## src/lvr_pkg.sv

```systemverilog
// ---------------------------------------------------------------------------
// lvr_pkg: shared types and constants of the low-variance resampler
// Widths, handshake structs and the walk state encoding used by the top
// level and by the cursor walk engine.
// ---------------------------------------------------------------------------
package lvr_pkg;

	// Largest particle set held in the weight memory.
	localparam int PARTICLES = 32;

	// Index and count widths follow from the set size.
	localparam int IDX_W   = $clog2(PARTICLES);
	localparam int CNT_W   = $clog2(PARTICLES + 1);
	localparam int WGT_W   = 16;
	localparam int FRAC_W  = 16;
	localparam int TOT_W   = 21;
	localparam int ACC_W   = 23;
	// Accumulated weight times the set size.
	localparam int ACCN_W  = ACC_W + CNT_W;
	// Start fraction times the set size, plus slot times one unit.
	localparam int UN_W    = FRAC_W + CNT_W + 1;
	// Threshold (fraction*n + slot*65536) * total.
	localparam int RHS_W   = UN_W + TOT_W;
	// Both sides of the threshold compare, widened to a common width.
	localparam int CMP_W   = ACCN_W + FRAC_W;
	localparam int GUARD_W = CNT_W + 2;
	localparam int IN_DW   = WGT_W + FRAC_W;
	localparam int OUT_DW  = ((2 * IDX_W + 7) / 8) * 8;

	typedef logic [IDX_W-1:0]   idx_t;
	typedef logic [CNT_W-1:0]   cnt_t;
	typedef logic [WGT_W-1:0]   wgt_t;
	typedef logic [FRAC_W-1:0]  frac_t;
	typedef logic [TOT_W-1:0]   tot_t;
	typedef logic [ACCN_W-1:0]  accn_t;
	typedef logic [UN_W-1:0]    un_t;
	typedef logic [RHS_W-1:0]   rhs_t;
	typedef logic [CMP_W-1:0]   cmp_t;
	typedef logic [GUARD_W-1:0] guard_t;

	localparam cnt_t N_MAX = cnt_t'(PARTICLES);

	// Weight memory write request from the loader.
	typedef struct packed {
		logic en;
		idx_t addr;
		wgt_t data;
	} wr_req_t;

	// Run start request, raised on the beat that closes a set.
	typedef struct packed {
		logic  go;
		cnt_t  n;
		frac_t frac;
		tot_t  total;
	} run_req_t;

	// Cursor walk sequencer states.
	typedef enum logic [2:0] {
		ST_IDLE,
		ST_INIT,
		ST_PRIME,
		ST_CMP,
		ST_STEP
	} walk_state_t;

endpackage

```

## src/low_variance_resampler_top.sv

```systemverilog
// ---------------------------------------------------------------------------
// low_variance_resampler_top: systematic particle resampler
// Loads unnormalized weights one beat per cycle while no run is active, then
// on the closing beat walks the cursor over the stored weights and emits one
// chosen index per loaded particle.
// Throughput: weight beats are taken one per cycle while no run is active.
// Walk: the closing beat starts INIT (first weight read), then PRIME (scaled
// accumulate and threshold set up), then CMP; each cursor step costs one memory
// read and one scaled accumulate, at most 2n+2 steps over a run of n results.
// The next set may load while the final result still waits at the output.
// Reset: counters, running total and walk sequencer clear at once; the weight
// memory is not cleared and only entries of the current set are read.
// ---------------------------------------------------------------------------
module low_variance_resampler_top (
	input  logic                       clk,
	input  logic                       arst_n,
	// s_tdata: weight [15:0], start_fraction [31:16]
	input  logic [lvr_pkg::IN_DW-1:0]  s_tdata,
	// s_tlast: last_weight
	input  logic                       s_tlast,
	input  logic                       s_tvalid,
	output logic                       s_tready,
	// m_tdata: slot [4:0], chosen_index [9:5], zero fill above
	output logic [lvr_pkg::OUT_DW-1:0] m_tdata,
	// m_tuser: zero_total
	output logic                       m_tuser,
	// m_tlast: last_result
	output logic                       m_tlast,
	output logic                       m_tvalid,
	input  logic                       m_tready
);

	lvr_pkg::cnt_t   count_q;
	lvr_pkg::tot_t   total_q;
	lvr_pkg::wgt_t   weight;
	lvr_pkg::frac_t  start_fraction;
	logic            accept;
	logic            has_room;
	lvr_pkg::cnt_t   count_nxt;
	lvr_pkg::tot_t   total_nxt;
	lvr_pkg::wr_req_t  wr;
	lvr_pkg::run_req_t run;
	logic            busy;
	lvr_pkg::idx_t   res_slot;
	lvr_pkg::idx_t   res_index;

	assign weight         = s_tdata[lvr_pkg::WGT_W-1:0];
	assign start_fraction = s_tdata[lvr_pkg::IN_DW-1:lvr_pkg::WGT_W];

	// Weight beats are taken only while no run is walking.
	assign s_tready = !busy;
	assign accept   = s_tvalid && s_tready;
	assign has_room = count_q < lvr_pkg::N_MAX;

	// Beats beyond a full set are dropped from the memory and the total.
	assign count_nxt = has_room ? count_q + lvr_pkg::cnt_t'(1) : count_q;
	assign total_nxt = has_room ? total_q + lvr_pkg::tot_t'(weight) : total_q;

	assign wr.en   = accept && has_room;
	assign wr.addr = count_q[lvr_pkg::IDX_W-1:0];
	assign wr.data = weight;

	assign run.go    = accept && s_tlast;
	assign run.n     = count_nxt;
	assign run.frac  = start_fraction;
	assign run.total = total_nxt;

	// Set count and running total; the closing beat hands them to the walk.
	always_ff @(posedge clk or negedge arst_n) begin
		if (!arst_n) begin
			count_q <= '0;
			total_q <= '0;
		end else if (accept) begin
			if (s_tlast) begin
				count_q <= '0;
				total_q <= '0;
			end else begin
				count_q <= count_nxt;
				total_q <= total_nxt;
			end
		end
	end

	lvr_walk u_walk (
		.clk       (clk),
		.arst_n    (arst_n),
		.wr        (wr),
		.run       (run),
		.busy      (busy),
		.res_valid (m_tvalid),
		.res_ready (m_tready),
		.res_slot  (res_slot),
		.res_index (res_index),
		.res_zero  (m_tuser),
		.res_last  (m_tlast)
	);

	assign m_tdata = lvr_pkg::OUT_DW'({res_index, res_slot});

endmodule

```

## src/lvr_walk.sv

```systemverilog
// ---------------------------------------------------------------------------
// lvr_walk: weight memory and systematic cursor walk
// Holds the loaded weights in a one-port-read synchronous memory and walks
// the cursor over them, one memory read and one accumulate per step, and
// emits one result per slot through a registered output stage.
// ---------------------------------------------------------------------------
module lvr_walk (
	input  logic                clk,
	input  logic                arst_n,
	input  lvr_pkg::wr_req_t    wr,
	input  lvr_pkg::run_req_t   run,
	output logic                busy,
	output logic                res_valid,
	input  logic                res_ready,
	output lvr_pkg::idx_t       res_slot,
	output lvr_pkg::idx_t       res_index,
	output logic                res_zero,
	output logic                res_last
);

	// Weight memory, read data registered.
	lvr_pkg::wgt_t mem [lvr_pkg::PARTICLES];
	lvr_pkg::wgt_t rd_data_q;
	logic          rd_en;
	lvr_pkg::idx_t rd_addr;

	// Run context.
	lvr_pkg::walk_state_t state_q, state_nxt;
	lvr_pkg::cnt_t   n_q;
	lvr_pkg::frac_t  frac_q;
	lvr_pkg::tot_t   total_q;
	logic            zero_q;
	lvr_pkg::un_t    un_q;
	lvr_pkg::accn_t  acc_n_q;
	lvr_pkg::rhs_t   rhs_q;
	lvr_pkg::idx_t   cursor_q;
	lvr_pkg::idx_t   slot_q;
	lvr_pkg::guard_t guard_q;

	// Output stage.
	logic          out_valid_q;
	lvr_pkg::idx_t out_slot_q;
	lvr_pkg::idx_t out_index_q;
	logic          out_zero_q;
	logic          out_last_q;

	// Datapath terms.
	logic           below;
	logic           out_free;
	logic           emit;
	logic           step_go;
	logic           slot_last;
	lvr_pkg::idx_t  cursor_nxt;
	lvr_pkg::accn_t weight_n;
	lvr_pkg::rhs_t  rhs_step;

	assign out_free  = !out_valid_q || res_ready;
	assign below     = {acc_n_q, lvr_pkg::FRAC_W'(0)} < lvr_pkg::cmp_t'(rhs_q);
	assign slot_last = (lvr_pkg::cnt_t'(slot_q) + lvr_pkg::cnt_t'(1)) == n_q;
	assign cursor_nxt = ((lvr_pkg::cnt_t'(cursor_q) + lvr_pkg::cnt_t'(1)) == n_q) ?
		'0 : lvr_pkg::idx_t'(cursor_q + lvr_pkg::idx_t'(1));
	// Weight scaled by the set size, added into the scaled accumulator.
	assign weight_n = lvr_pkg::accn_t'(rd_data_q) * lvr_pkg::accn_t'(n_q);
	// One unit of threshold per slot is the total shifted up by the fraction width.
	assign rhs_step = lvr_pkg::rhs_t'({total_q, lvr_pkg::FRAC_W'(0)});

	// Memory write from the loader and registered read for the walk.
	always_ff @(posedge clk) begin
		if (wr.en) begin
			mem[wr.addr] <= wr.data;
		end
		if (rd_en) begin
			rd_data_q <= mem[rd_addr];
		end
	end

	// Sequencer state register.
	always_ff @(posedge clk or negedge arst_n) begin
		if (!arst_n) begin
			state_q <= lvr_pkg::ST_IDLE;
		end else begin
			state_q <= state_nxt;
		end
	end

	// Next state, memory read requests and emit decisions.
	always_comb begin
		state_nxt = state_q;
		rd_en     = 1'b0;
		rd_addr   = '0;
		emit      = 1'b0;
		step_go   = 1'b0;
		case (state_q)
			lvr_pkg::ST_IDLE: begin
				if (run.go) begin
					state_nxt = lvr_pkg::ST_INIT;
				end
			end
			lvr_pkg::ST_INIT: begin
				// Fetch the first weight; the cursor starts on it.
				rd_en     = 1'b1;
				state_nxt = lvr_pkg::ST_PRIME;
			end
			lvr_pkg::ST_PRIME: begin
				state_nxt = lvr_pkg::ST_CMP;
			end
			lvr_pkg::ST_CMP: begin
				if (below && guard_q != '0) begin
					step_go   = 1'b1;
					rd_en     = 1'b1;
					rd_addr   = cursor_nxt;
					state_nxt = lvr_pkg::ST_STEP;
				end else if (out_free) begin
					emit = 1'b1;
					if (slot_last) begin
						state_nxt = lvr_pkg::ST_IDLE;
					end
				end
			end
			lvr_pkg::ST_STEP: begin
				state_nxt = lvr_pkg::ST_CMP;
			end
			default: begin
				state_nxt = lvr_pkg::ST_IDLE;
			end
		endcase
	end

	// Run context and arithmetic registers.
	always_ff @(posedge clk) begin
		if (state_q == lvr_pkg::ST_IDLE && run.go) begin
			n_q     <= run.n;
			frac_q  <= run.frac;
			total_q <= run.total;
		end
		if (state_q == lvr_pkg::ST_INIT) begin
			un_q     <= lvr_pkg::un_t'(frac_q) * lvr_pkg::un_t'(n_q);
			cursor_q <= '0;
			slot_q   <= '0;
			guard_q  <= lvr_pkg::guard_t'({n_q, 1'b0}) + lvr_pkg::guard_t'(2);
		end
		if (state_q == lvr_pkg::ST_PRIME) begin
			acc_n_q <= weight_n;
			rhs_q   <= lvr_pkg::rhs_t'(un_q) * lvr_pkg::rhs_t'(total_q);
			zero_q  <= (total_q == '0);
		end
		if (step_go) begin
			cursor_q <= cursor_nxt;
			guard_q  <= guard_q - lvr_pkg::guard_t'(1);
		end
		if (state_q == lvr_pkg::ST_STEP) begin
			acc_n_q <= acc_n_q + weight_n;
		end
		if (emit && !slot_last) begin
			slot_q <= slot_q + lvr_pkg::idx_t'(1);
			rhs_q  <= rhs_q + rhs_step;
		end
	end

	// Output stage valid.
	always_ff @(posedge clk or negedge arst_n) begin
		if (!arst_n) begin
			out_valid_q <= 1'b0;
		end else if (emit) begin
			out_valid_q <= 1'b1;
		end else if (res_ready) begin
			out_valid_q <= 1'b0;
		end
	end

	// Output stage payload.
	always_ff @(posedge clk) begin
		if (emit) begin
			out_slot_q  <= slot_q;
			out_index_q <= zero_q ? '0 : cursor_q;
			out_zero_q  <= zero_q;
			out_last_q  <= slot_last;
		end
	end

	assign busy      = (state_q != lvr_pkg::ST_IDLE);
	assign res_valid = out_valid_q;
	assign res_slot  = out_slot_q;
	assign res_index = out_index_q;
	assign res_zero  = out_zero_q;
	assign res_last  = out_last_q;

	// The cursor always points inside the loaded set while comparing.
	a_cursor_in_set: assert property (@(posedge clk) disable iff (!arst_n)
		state_q == lvr_pkg::ST_CMP |-> lvr_pkg::cnt_t'(cursor_q) < n_q)
		else $error("cursor outside loaded set");

	// A new result only ever comes out of the compare state.
	a_emit_from_cmp: assert property (@(posedge clk) disable iff (!arst_n)
		$rose(out_valid_q) |-> $past(state_q) == lvr_pkg::ST_CMP)
		else $error("result emitted outside compare state");

	// With a zero total the cursor never leaves the first particle.
	a_zero_no_walk: assert property (@(posedge clk) disable iff (!arst_n)
		(state_q == lvr_pkg::ST_CMP && zero_q) |-> cursor_q == '0)
		else $error("cursor moved on zero total");

	// A run is only started while the walk engine is idle.
	a_start_idle: assert property (@(posedge clk) disable iff (!arst_n)
		run.go |-> state_q == lvr_pkg::ST_IDLE)
		else $error("run started while busy");

endmodule
```

## config.mk

```make
export PLATFORM = sky130hd
export DESIGN_NAME = low_variance_resampler_top
export DESIGN_NICKNAME = d
export VERILOG_FILES = /design/src/lvr_pkg.sv /design/src/low_variance_resampler_top.sv /design/src/lvr_walk.sv
export SDC_FILE = /design/constraint.sdc
export NUM_CORES = 2
export LEC_CHECK = 0
export ABC_CLOCK_PERIOD_IN_PS = 22800
export BUFFER_PORTS_ARGS = -buffer_cell sky130_fd_sc_hd__buf_2
export CAP_MARGIN = 20
export CORE_MARGIN = 2
export CORE_UTILIZATION = 58
export DETAILED_ROUTE_END_ITERATION = 12
export PLACE_DENSITY_LB_ADDON = 0.12
export SYNTH_ARGS = -nofsm -noshare
export SYNTH_HDL_FRONTEND = slang
export SYNTH_SLANG_ARGS = --single-unit
```

## constraint.sdc

```tcl
create_clock -name clk -period 22.8 [get_ports clk]
set_input_delay 3.42 -clock clk [delete_from_list [all_inputs] [get_ports clk]]
set_output_delay 3.42 -clock clk [all_outputs]
set_load 0.01 [all_outputs]
```

==> impl_metrics.ini <==
[synthesis]
ys.flop_type = edfxtp_1
synth.cell_area_sq_um = 53400
avgSynthCellArea_sq_um = 11.5
synth_seq_cells = 728
ys_top_cells_by_area = edfxtp_1 39%, fa_1 19%, ha_1 7.2%
yosysMostFrequentCell = edfxtp_1
synthArstFlopShare = 0.0426
synth_top_area_cell = edfxtp_1
syn_inst = 4644
synth_common_cells = 697 x edfxtp_1, 618 x inv_1, 494 x fa_1
ys_types = 90
synth-seq-area-share = 0.407
ys_warn_count = 0
synth_top_area_frac = 0.392
synth_edf_count = 697

[global_routing]
first_global_vias = 35600
antenna_found_initial = 1
grt_max_degree = 106
gr-total-overflow = 0
grt_pass1_wl_um = 204000
grt.total_usage = 0.280

[hold_path]
holdCritPathClass = register to register

[cts]
cts.repair.resized = 0
cts_setup_buffers = 0
clock_path_buffers = 3
clk_latency_ps = 640
cts_buffers = 78
cts.sinks = 728
cts_hold_buf = 0
cts_tree = yes
clkTransAtPathRegs_ps = 60
cts-root-buf = clkbuf_16
h-tree-depth = 3

[routing]
wirelength_um = 128000
wl_per_cell_um = 21.7
drc = 0
drtIter0Drc = 2947
drtAntennaViolNets = 0
via_per_inst = 5.89
drt-pass1-iter-count = 6
vias = 34700

[critical_path]
setup.worst_path.end = u_walk.rhs_q[40]
r2r_slack_ps = 14180
critPathRequiredTime_ps = 23170
path_max_fanout = 24
crit_type = register to register
end_kind = register
start_kind = register
r2r_cells = 23
timing.rr.start = u_walk.total_q[12]
cp.arrival_ps = 8990
startpoint = u_walk.total_q[12]
timing.rr.end = u_walk.rhs_q[40]

[timing]
slew_headroom = 0.209
clock.fmax_mhz = 116
min_period_ps = 8620
finalHoldViolations = 0
setup_viol = 0
rsz0062_at_grt = no
worst_pin_slew_ps = 1180
setup_tns_ps = 0
fin_crit_sh = 0.378
slew_viol_final = 0
skew_ps = 26.1

[layout]
antenna_cells = 0
final_nets = 5482
layout-drive-gt1-share = 0.0808
synthToLayoutAreaGrowth_pct = 7.71

[placed_design]
port_buffers = 50
dp_hpwl_um = 90400
gp_congestion = 0.871

[die]
io_pins = 57
initial_core_util = 0.584
rows = 111
core_area_sq_um = 91400
die_h_um = 307
die_x_um = 307
die_area_sq_um = 94500

[run_status]
status = complete, no violations

[job]
maxCapViolations = 0
==> layer usage <==
layer / routed length, um / vias to the layer above / global-route usage
met1: 53300 / 17600 / 0.376
li1: - / 15800 / -
met5: 8 / - / 0
met2: 61800 / 1036 / 0.468
met3: 7760 / 219 / 0.0418
met4: 4740 / 2 / 0.0976
==> cells by family (layout without fill, tap and decap cells) <==
logic type | Yosys count | in the layout | share of synthesized area
buffers and inverters | 842 | 897 | 0.0612
flip-flops | 728 | 728 | 0.407
AO/OA/AOI/OAI | 670 | 670 | 0.0813
AND/OR/NAND/NOR | 1283 | 1283 | 0.119
adder cells (fa/ha/maj) | 803 | 803 | 0.258
multiplexers | 170 | 170 | 0.0497
other | 1 | 6 | 0.0000703
XOR/XNOR | 147 | 147 | 0.0243
==> placed cells by master (no fill, tap or decap), types with 74 or more instances in the layout <==
cell type,n
nor2_1,173
xnor2_1,88
nand2_1,487
clkbuf_16,80
buf_4,83
mux2i_1,76
inv_1,617
a21oi_1,169
edfxtp_1,697
and2_1,337
fa_1,494
o21ai_0,177
mux4_2,74
ha_1,308
==> registers in the layout (all words and copies together), names as in the netlist <==
name / cells
u_walk.mem: 512
u_walk.rhs_q: 44
u_walk.acc_n_q: 29
u_walk.un_q: 22
total_q: 21
u_walk.total_q: 21
u_walk.frac_q: 16
u_walk.rd_data_q: 16
u_walk.guard_q: 8
count_q: 6
u_walk.n_q: 6
u_walk.cursor_q: 5
u_walk.res_index: 5
u_walk.res_slot: 5
u_walk.slot_q: 5
u_walk.state_q: 3
u_walk.res_last: 1
u_walk.res_valid: 1
u_walk.res_zero: 1
u_walk.zero_q: 1
==> critical path, stage by stage, from the launching register on <==
cell	delay [ps]
edfxtp_1	1020
nand2_1	180
fa_1	580
inv_1	50
fa_1	500
inv_1	50
fa_1	480
inv_1	60
fa_1	510
fa_1	520
fa_1	600
inv_1	80
fa_1	530
inv_1	40
ha_1	370
a211oi_1	230
nor2_1	100
o311ai_0	460
a211oi_1	170
a221oi_2	460
a21oi_1	220
o41ai_1	310
mux2_2	370
or4_1	490
==> metrics by stage <==
stage | hold slack, ps | utilization | setup slack [ps] | std cells | cell area, sq um
2_1_floorplan | 470 | - | 15410 | 4649 | 53400
3_3_place_gp | 491 | 0.601 | 14260 | 5745 | 54900
5_1_grt | 550 | 0.629 | 13810 | 5890 | 57500
3_5_place_dp | 514 | 0.601 | 14280 | 5745 | 54900
4_1_cts | 525 | 0.629 | 14250 | 5887 | 57400
6_report | 528 | 0.629 | 14180 | 5890 | 57500
==> worst min path at each step <==
stage | startpoint | cells after the start | slack, ps | endpoint
finish | total_q[10] | 2 | 530 | total_q[10]
CTS | total_q[0] | 2 | 530 | total_q[0]
global placement | total_q[0] | 2 | 490 | total_q[0]
global route | total_q[13] | 2 | 550 | total_q[13]
floorplan | total_q[0] | 2 | 470 | total_q[0]
detailed placement | total_q[0] | 2 | 510 | total_q[0]
==> area by class of cell <==
cell class	instances	area (sq um)
Tap cell	1186	1480
Clock inverter	40	444
Multi-Input combinational cell	3079	28500
Clock buffer	102	2100
Fill cell	7300	33900
Timing Repair Buffer	137	948
Inverter	618	2320
Sequential cell	728	21700
Power is not shown: default switching activity piles up to over one toggle a cycle in this logic, so the estimate is an artifact.
